[src/rtl/core/wmed_pkg.sv]
package wmed_pkg;

  localparam int AXIS_W  = 16;
  localparam int DELTA_W = 16;
  localparam int TOTAL_W = 18;
  localparam int SUM_W   = 20;
  localparam int COUNT_W = 5;
  localparam int NOISE_W = 18;
  localparam int SLOT_W  = 3;
  localparam int MASK_W  = 8;
  localparam int FUNC_W  = 2;

  // Stream payload widths, padded to whole bytes
  localparam int S_DATA_W = 120;
  localparam int M_DATA_W = 80;

  typedef enum logic [FUNC_W-1:0] {
    FUNC_SAMPLE = 2'd0,
    FUNC_SET    = 2'd1,
    FUNC_CLEAR  = 2'd2,
    FUNC_NOP    = 2'd3
  } func_t;

  typedef enum logic [1:0] {
    ST_IDLE,
    ST_SUM,
    ST_CMP,
    ST_FIN
  } state_t;

  typedef struct packed {
    logic signed [AXIS_W-1:0] z;
    logic signed [AXIS_W-1:0] y;
    logic signed [AXIS_W-1:0] x;
  } sample_t;

  typedef struct packed {
    logic [DELTA_W-1:0] dz;
    logic [DELTA_W-1:0] dy;
    logic [DELTA_W-1:0] dx;
  } delta_t;

  typedef struct packed {
    logic [COUNT_W-1:0] count;
    logic [SUM_W-1:0]   dz;
    logic [SUM_W-1:0]   dy;
    logic [SUM_W-1:0]   dx;
  } event_t;

endpackage

[src/rtl/core/wmed_abs_delta.sv]
module wmed_abs_delta
  import wmed_pkg::*;
(
  input  sample_t cur,
  input  sample_t prev,
  output delta_t  delta
);

  logic signed [AXIS_W:0] diff_x, diff_y, diff_z;
  logic signed [AXIS_W:0] mag_x, mag_y, mag_z;

  always_comb begin
    diff_x = (AXIS_W+1)'(cur.x) - (AXIS_W+1)'(prev.x);
    diff_y = (AXIS_W+1)'(cur.y) - (AXIS_W+1)'(prev.y);
    diff_z = (AXIS_W+1)'(cur.z) - (AXIS_W+1)'(prev.z);
    mag_x  = diff_x[AXIS_W] ? -diff_x : diff_x;
    mag_y  = diff_y[AXIS_W] ? -diff_y : diff_y;
    mag_z  = diff_z[AXIS_W] ? -diff_z : diff_z;
    // Magnitude never exceeds 65535, so the low bits are exact
    delta.dx = mag_x[DELTA_W-1:0];
    delta.dy = mag_y[DELTA_W-1:0];
    delta.dz = mag_z[DELTA_W-1:0];
  end

endmodule

[src/rtl/core/windowed_motion_event_detector.sv]
// Channel  Dir  Handshake           Payload
// s_*      in   s_tvalid/s_tready   s_tuser: func; s_tdata: sample, slot, baseline
// m_*      out  m_tvalid/m_tready   m_tuser: evaluated; m_tdata: mask, sums, count
// cfg_*    in   cfg_valid/cfg_ready cfg_data: noise_level (always ready)
//
// Operation: a sample with a full window walks the delta ring, one read per
//   entry, then the slot table, one read per slot, each through the single
//   read port of its memory, before it reaches the result register. Every
//   other request goes from accept straight to the final state and loads the
//   result register there; s_tready rises the cycle after a load.
// One request is in flight at a time; the result register holds a finished
//   result while the next request is accepted and worked on.
// Reset (rst, synchronous): clears history, ring fill state, slot valid bits,
//   noise level and the result valid bit; memories are not cleared.
// Stalls: if the result register is still occupied when a request finishes,
//   the block holds in its final state until m_tready frees it.
module windowed_motion_event_detector
  import wmed_pkg::*;
#(
  parameter int WINDOW_LEN  = 16,
  parameter int EVENT_SLOTS = 8
) (
  input  logic                clk,
  input  logic                rst,
  input  logic                s_tvalid,
  output logic                s_tready,
  // [15:0] accel_x, [31:16] accel_y, [47:32] accel_z, [50:48] slot,
  // [70:51] base_dx, [90:71] base_dy, [110:91] base_dz, [115:111] base_count
  input  logic [S_DATA_W-1:0] s_tdata,
  // [1:0] func
  input  logic [FUNC_W-1:0]   s_tuser,
  output logic                m_tvalid,
  input  logic                m_tready,
  // [7:0] trigger_mask, [27:8] sum_dx, [47:28] sum_dy, [67:48] sum_dz,
  // [72:68] noisy_count
  output logic [M_DATA_W-1:0] m_tdata,
  // [0] evaluated
  output logic                m_tuser,
  input  logic                cfg_valid,
  output logic                cfg_ready,
  input  logic [NOISE_W-1:0]  cfg_data
);

  localparam int RW   = (WINDOW_LEN > 1) ? $clog2(WINDOW_LEN) : 1;
  localparam int SW   = (EVENT_SLOTS > 1) ? $clog2(EVENT_SLOTS) : 1;
  localparam int MAXV = (WINDOW_LEN > EVENT_SLOTS) ? WINDOW_LEN : EVENT_SLOTS;
  localparam int IW   = $clog2(MAXV + 1);

  // Unpack the request
  func_t               in_func;
  sample_t             in_sample;
  logic [SLOT_W-1:0]   in_slot;
  event_t              in_base;
  logic [COUNT_W-1:0]  in_count;

  always_comb begin
    in_func      = func_t'(s_tuser);
    in_sample.x  = s_tdata[15:0];
    in_sample.y  = s_tdata[31:16];
    in_sample.z  = s_tdata[47:32];
    in_slot      = s_tdata[50:48];
    in_count     = s_tdata[115:111];
    in_base.dx   = s_tdata[70:51];
    in_base.dy   = s_tdata[90:71];
    in_base.dz   = s_tdata[110:91];
    // Cap the baseline count at the window length
    in_base.count = (in_count > COUNT_W'(WINDOW_LEN)) ? COUNT_W'(WINDOW_LEN) : in_count;
  end

  // Architectural state
  state_t                 state, state_next;
  logic [NOISE_W-1:0]     noise_level;
  sample_t                prev_sample;
  logic                   have_prev;
  logic [RW-1:0]          wr_idx;
  logic                   ring_full;
  logic [EVENT_SLOTS-1:0] ev_valid;

  // Walk and result registers
  logic [IW-1:0]          cnt;
  logic [IW-1:0]          cnt_m1;
  logic [MASK_W-1:0]      res_mask;
  logic [SUM_W-1:0]       res_dx, res_dy, res_dz;
  logic [COUNT_W-1:0]     res_count;
  logic                   res_eval;

  logic                   out_valid;
  logic [MASK_W-1:0]      out_mask;
  logic [SUM_W-1:0]       out_dx, out_dy, out_dz;
  logic [COUNT_W-1:0]     out_count;
  logic                   out_eval;

  // Memories
  delta_t                 ring_mem [WINDOW_LEN];
  delta_t                 ring_rdata;
  event_t                 ev_mem [EVENT_SLOTS];
  event_t                 ev_rdata;

  delta_t                 new_delta;
  logic                   accept;
  logic                   slot_ok;
  logic                   fill_done;
  logic                   load_out;
  logic                   sum_last, cmp_last;
  logic [TOTAL_W-1:0]     entry_total;
  logic                   entry_noisy;
  logic                   slot_hit;

  wmed_abs_delta u_delta (
    .cur   (in_sample),
    .prev  (prev_sample),
    .delta (new_delta)
  );

  assign cfg_ready = 1'b1;
  assign accept    = s_tvalid && s_tready;
  assign slot_ok   = ({1'b0, in_slot} < (SLOT_W+1)'(EVENT_SLOTS));
  assign fill_done = ring_full || (wr_idx == RW'(WINDOW_LEN - 1));
  assign sum_last  = (cnt == IW'(WINDOW_LEN));
  assign cmp_last  = (cnt == IW'(EVENT_SLOTS));
  assign cnt_m1    = cnt - 1'b1;

  // Entry qualification against the noise level
  assign entry_total = TOTAL_W'(ring_rdata.dx) + TOTAL_W'(ring_rdata.dy)
                     + TOTAL_W'(ring_rdata.dz);
  assign entry_noisy = (entry_total > noise_level);

  // Slot compare: strict greater-than on all four values
  assign slot_hit = ev_valid[cnt_m1[SW-1:0]] &&
                    (res_dx > ev_rdata.dx) && (res_dy > ev_rdata.dy) &&
                    (res_dz > ev_rdata.dz) && (res_count > ev_rdata.count);

  // Next state and handshake
  always_comb begin
    state_next = state;
    s_tready   = 1'b0;
    load_out   = 1'b0;
    case (state)
      ST_IDLE: begin
        s_tready = 1'b1;
        if (s_tvalid) begin
          if (in_func == FUNC_SAMPLE && have_prev && fill_done) begin
            state_next = ST_SUM;
          end else begin
            state_next = ST_FIN;
          end
        end
      end
      ST_SUM: begin
        if (sum_last) begin
          state_next = ST_CMP;
        end
      end
      ST_CMP: begin
        if (cmp_last) begin
          state_next = ST_FIN;
        end
      end
      ST_FIN: begin
        // Hand over once the result register is free or being drained
        if (!out_valid || m_tready) begin
          load_out   = 1'b1;
          state_next = ST_IDLE;
        end
      end
      default: begin
        state_next = ST_IDLE;
      end
    endcase
  end

  always_ff @(posedge clk) begin
    if (rst) begin
      state <= ST_IDLE;
    end else begin
      state <= state_next;
    end
  end

  // Control state
  always_ff @(posedge clk) begin
    if (rst) begin
      noise_level <= '0;
      prev_sample <= '0;
      have_prev   <= 1'b0;
      wr_idx      <= '0;
      ring_full   <= 1'b0;
      ev_valid    <= '0;
    end else begin
      if (cfg_valid && cfg_ready) begin
        noise_level <= cfg_data;
      end
      if (accept) begin
        case (in_func)
          FUNC_SAMPLE: begin
            prev_sample <= in_sample;
            have_prev   <= 1'b1;
            if (have_prev) begin
              ring_full <= fill_done;
              wr_idx    <= (wr_idx == RW'(WINDOW_LEN - 1)) ? '0 : wr_idx + 1'b1;
            end
          end
          FUNC_SET: begin
            if (slot_ok) begin
              ev_valid[in_slot[SW-1:0]] <= 1'b1;
            end
          end
          FUNC_CLEAR: begin
            if (slot_ok) begin
              ev_valid[in_slot[SW-1:0]] <= 1'b0;
            end
          end
          FUNC_NOP: begin
          end
          default: begin
          end
        endcase
      end
    end
  end

  // Delta ring: write on a sample with history, read during the window walk
  always_ff @(posedge clk) begin
    if (accept && in_func == FUNC_SAMPLE && have_prev) begin
      ring_mem[wr_idx] <= new_delta;
    end
    if (state == ST_SUM && cnt < IW'(WINDOW_LEN)) begin
      ring_rdata <= ring_mem[cnt[RW-1:0]];
    end
  end

  // Slot table: write on set, read during the slot walk
  always_ff @(posedge clk) begin
    if (accept && in_func == FUNC_SET && slot_ok) begin
      ev_mem[in_slot[SW-1:0]] <= in_base;
    end
    if (state == ST_CMP && cnt < IW'(EVENT_SLOTS)) begin
      ev_rdata <= ev_mem[cnt[SW-1:0]];
    end
  end

  // Walk counter and accumulators; memory read data is registered before it is accumulated
  always_ff @(posedge clk) begin
    if (accept) begin
      cnt       <= '0;
      res_mask  <= '0;
      res_dx    <= '0;
      res_dy    <= '0;
      res_dz    <= '0;
      res_count <= '0;
      res_eval  <= 1'b0;
    end else if (state == ST_SUM) begin
      cnt <= sum_last ? '0 : cnt + 1'b1;
      if (cnt != '0 && entry_noisy) begin
        res_dx    <= res_dx + SUM_W'(ring_rdata.dx);
        res_dy    <= res_dy + SUM_W'(ring_rdata.dy);
        res_dz    <= res_dz + SUM_W'(ring_rdata.dz);
        res_count <= res_count + 1'b1;
      end
    end else if (state == ST_CMP) begin
      cnt <= cnt + 1'b1;
      if (cnt != '0 && slot_hit) begin
        res_mask <= res_mask | (MASK_W'(1) << cnt_m1);
      end
      if (cmp_last) begin
        res_eval <= 1'b1;
      end
    end
  end

  // Result register
  always_ff @(posedge clk) begin
    if (rst) begin
      out_valid <= 1'b0;
    end else if (load_out) begin
      out_valid <= 1'b1;
    end else if (m_tready) begin
      out_valid <= 1'b0;
    end
  end

  always_ff @(posedge clk) begin
    if (load_out) begin
      out_mask  <= res_mask;
      out_dx    <= res_dx;
      out_dy    <= res_dy;
      out_dz    <= res_dz;
      out_count <= res_count;
      out_eval  <= res_eval;
    end
  end

  assign m_tvalid = out_valid;
  assign m_tuser  = out_eval;
  assign m_tdata  = {7'b0, out_count, out_dz, out_dy, out_dx, out_mask};

endmodule

[config.mk]
export PLATFORM = sky130hd
export DESIGN_NAME = windowed_motion_event_detector
export DESIGN_NICKNAME = d
export VERILOG_FILES = /design/src/rtl/core/wmed_pkg.sv /design/src/rtl/core/wmed_abs_delta.sv /design/src/rtl/core/windowed_motion_event_detector.sv
export SDC_FILE = /design/constraint.sdc
export NUM_CORES = 2
export LEC_CHECK = 0
export ABC_AREA = 1
export ABC_CLOCK_PERIOD_IN_PS = 11500
export BUFFER_PORTS_ARGS = -buffer_cell sky130_fd_sc_hd__buf_2
export CAP_MARGIN = 20
export CORE_MARGIN = 3
export CORE_UTILIZATION = 40
export CTS_BUF_LIST = sky130_fd_sc_hd__clkbuf_8
export DETAILED_ROUTE_END_ITERATION = 8
export PLACE_DENSITY = 0.54
export SYNTH_ARGS = -nofsm -noshare
export SYNTH_HDL_FRONTEND = slang
export SYNTH_SLANG_ARGS = --single-unit
[constraint.sdc]
create_clock -name clk -period 11.5 [get_ports clk]
set_input_delay 1.15 -clock clk [delete_from_list [all_inputs] [get_ports clk]]
set_output_delay 1.15 -clock clk [all_outputs]
set_load 0.1 [all_outputs]
==> impl_results.md <==
- Vias/cell: between 5 and 6
- Reg2reg start: ring_rdata[17]$_DFFE_PP_
- Synth area leaders: edfxtp_1 63%, o21ai_0 5.9%, nor2_1 5.6%
- Layout cells sized above 1: 0.107
- Detailed-route via count: 48000
- Die width: roughly 430 microns
- Final period util: 0.498
- Final setup vio count: 0
- Drt wl/cell: between 20 and 25 microns
- Post-Synthesis Cells: 6239
- Largest net degree at the start of global routing: 177
- CP max stage delay: 0.57 ns
- Synthesized area: roughly 71000 sq um
- Final setup TNS: 0 ns
- Total number of yosys warnings: 0
- Clock Path Buffers: 4
- RSZ-0062 raised after global routing: false
- Clock Latency Late Sink: 0.99 ns
- Post-CTS Setup Inserts: 0
- Htree depth: 5
- Largest family of logic cells by synthesized area: simple AND/OR/NAND/NOR gates
- Synth Area in Simple Gates: 0.118
- Total congestion overflow: 0
- Crit path buf inv count: 7
- Post-synthesis mux area share: 0
- Num ports: 229
- Initial Utilization: 0.404
- Peak Freq: 0.174 GHz
- Cells on Worst Hold Path: 1
- Die H: 426 microns
- CP max FO: 64
- Row count: 153
- Total CTS buffers: 294
- Global-route wire length before repair: 289000 microns
- DRC Markers: 0
- Vias in the first global route: around 46000
- Reg2Reg Depth: 26
- Fin. max-slew vios: 0
- Routed wire length: roughly 200000 microns
- Die ar.: 181000 sq um
- Area growth syn-to-layout: 12.8%
- # clock sinks: 1637
- Total Nets Final: approximately 7000
- CTS-repair resized insts: 0
- Clock transition at path regs: 0.06 ns
- Fillers: 16200
- Min-delay src: s_tdata[83]
- Worst IR drop on VDD: approximately 0.00017 V
- Cell family with most CP delay: buffers and inverters
- R2R setup slack: between 5 and 6 ns
- Worst Path Required: 12.39 ns
- Routed Antenna Nets: 0
- Post-synthesis sequential area ratio: 0.674
- Final Skew: 0.0877 ns
- Synthesis-stage register bit count: between 1500 and 2000
- Status: complete, no violations
- Compound-Gate Fraction of Synth Area: 0.113
- Dpl cell area: 74300 sq um
- Initial antenna violation count: 14
- CP Launch Type: flop
- Final Hold Vio Count: 0
- Worst hold slack: 0.427 ns
- Ys flop type: edfxtp_1
- Syn avg cell area: 11.3 sq um
- GP Congestion: about 0.82
- Pwr dens: roughly 250 nW/um^2
- EDFF count, synth: 1475
- Gr usage total: 0.211
- Arrival time of the worst setup path: 6.62 ns
- CTS tree: yes
- Slowest-stage cell, CP: buf_4
- Buffers on Ports: 216
- Root Buffer: clkbuf_8
- Drt pass-1 iters: 5
- FF-to-FF End: res_dx[16]$_SDFFE_PP0P_
- DRT iter0 DRCs: roughly 4100
- Tightest Pin Transition: 1.10 ns
- Hold EP: ev_mem[3][32]$_DFFE_PP_
- Count of unique library cells instantiated by Yosys: 45
- Tot Pwr: 0.0202 W
- Setup CP Type: reg2reg
- Post-layout min period: 5.73 ns
- P_leak: 29.0 nW
- Synth top area share: 0.628
- Relative slew slack: 0.268
- Final Cell Area: between 70000 and 80000 sq um
- Synth async-reset ratio: 0
- Post-DP HPWL: 115000 microns
- Largest area contributor in the synthesized netlist: edfxtp_1
- Hold_buf cts: 0
- Hold crit path type: in2reg
- Xor and xnor fraction of the mapped netlist area: 0.0121
- Total of max-cap violations: 0
- CP endpoint kind: flop
- Core Area: 175000 sq um
- Post-Synth Adder-Cell Area: 0.0439
-- layout by cell type (no fill, tap or decap), types with 45 or more instances in the layout --
master,Yosys,layout
clkbuf_8,0,312
nor2_1,1060,1033
edfxtp_1,1475,1475
clkinv_1,2,59
inv_1,400,485
ha_1,211,211
buf_4,10,95
buf_2,38,216
xnor2_1,46,45
xor2_1,48,48
nand3_1,140,140
a21oi_1,267,266
a31oi_1,71,71
nand4_1,91,91
o22ai_1,257,257
o21ai_0,835,833
dfxtp_1,162,160
nand2_1,733,732
-- per-stage QoR --
stage / util / setup WS [ns] / std cells
3_5_place_dp: 0.426 / 5.81 / 8571
3_3_place_gp: 0.425 / 5.79 / 8565
2_1_floorplan: - / 5.88 / 6245
6_report: 0.456 / 5.77 / 9085
4_1_cts: 0.455 / 5.81 / 9065
5_1_grt: 0.456 / 5.16 / 9080
-- sequential cells by signal, summed over array words and instances (netlist names), 48 cells and up, named ones only --
register,count
ev_mem,520
ev_rdata,65
ring_rdata,48
prev_sample,48
ring_mem,768
-- worst max-delay path by stage --
stage / from / endpoint / cells after the start
2_1_floorplan: state[0]$_SDFFE_PP0P_ / ev_rdata[0]$_DFFE_PP_ / 4
3_3_place_gp: ring_rdata[17]$_DFFE_PP_ / res_dx[17]$_SDFFE_PP0P_ / 26
3_5_place_dp: ring_rdata[17]$_DFFE_PP_ / res_dx[17]$_SDFFE_PP0P_ / 26
4_1_cts: ring_rdata[17]$_DFFE_PP_ / res_dx[16]$_SDFFE_PP0P_ / 26
5_1_grt: ring_rdata[17]$_DFFE_PP_ / res_dy[17]$_SDFFE_PP0P_ / 26
6_report: ring_rdata[17]$_DFFE_PP_ / res_dx[16]$_SDFFE_PP0P_ / 26
-- routing by layer --
layer,GRT usage,vias to the layer above,wire (microns)
li1,-,22800,-
met1,0.302,23500,89700
met2,0.331,1400,88700
met3,0.0359,354,11600
met4,0.0638,6,4900
met5,0,-,33
-- cell usage after synthesis (all sizes together) (2+ instances only) --
cell	number
a211oi	6
a21boi	6
a21o	10
a21oi	268
a31oi	71
and2	3
buf	70
clkbuf	237
clkinv	2
conb	2
dfxtp	162
edfxtp	1475
fa	23
ha	211
inv	402
nand2	735
nand3	142
nand3b	15
nand4	91
nor2	1063
nor3	24
nor3b	5
o211ai	5
o21a	7
o21ai	838
o21bai	8
o22ai	257
o311ai	3
xnor2	46
xor2	50
-- report_power, final --
group | internal, W | switching (W) | total, W
clock network | 0.00261 | 0.00234 | 0.00494
logic | 0.00220 | 0.00529 | 0.00749
registers | 0.00744 | 0.000332 | 0.00778
total | 0.0122 | 0.00796 | 0.0202
-- cell type report --
type                    count  area, sq um  share of cell area
diodes                     10         25.0            0.000314
inverters                 404         1540              0.0193
repair buffers            318         1900              0.0238
multi-input cells        3897        20500               0.258
clock buffers             310         4270              0.0536
flip-flops and latches   1637        47500               0.597
clock inverters           184          920              0.0116
well taps                2325         2910              0.0365
-- cell families after synthesis --
family          count (synthesis)
buf+inv                       711
xor+xnor                       96
other cells                     2
simple gates                 2079
flops                        1637
compound gates               1480
fa+ha+maj                     234
Note: power is estimated with default switching activity, not from simulation.
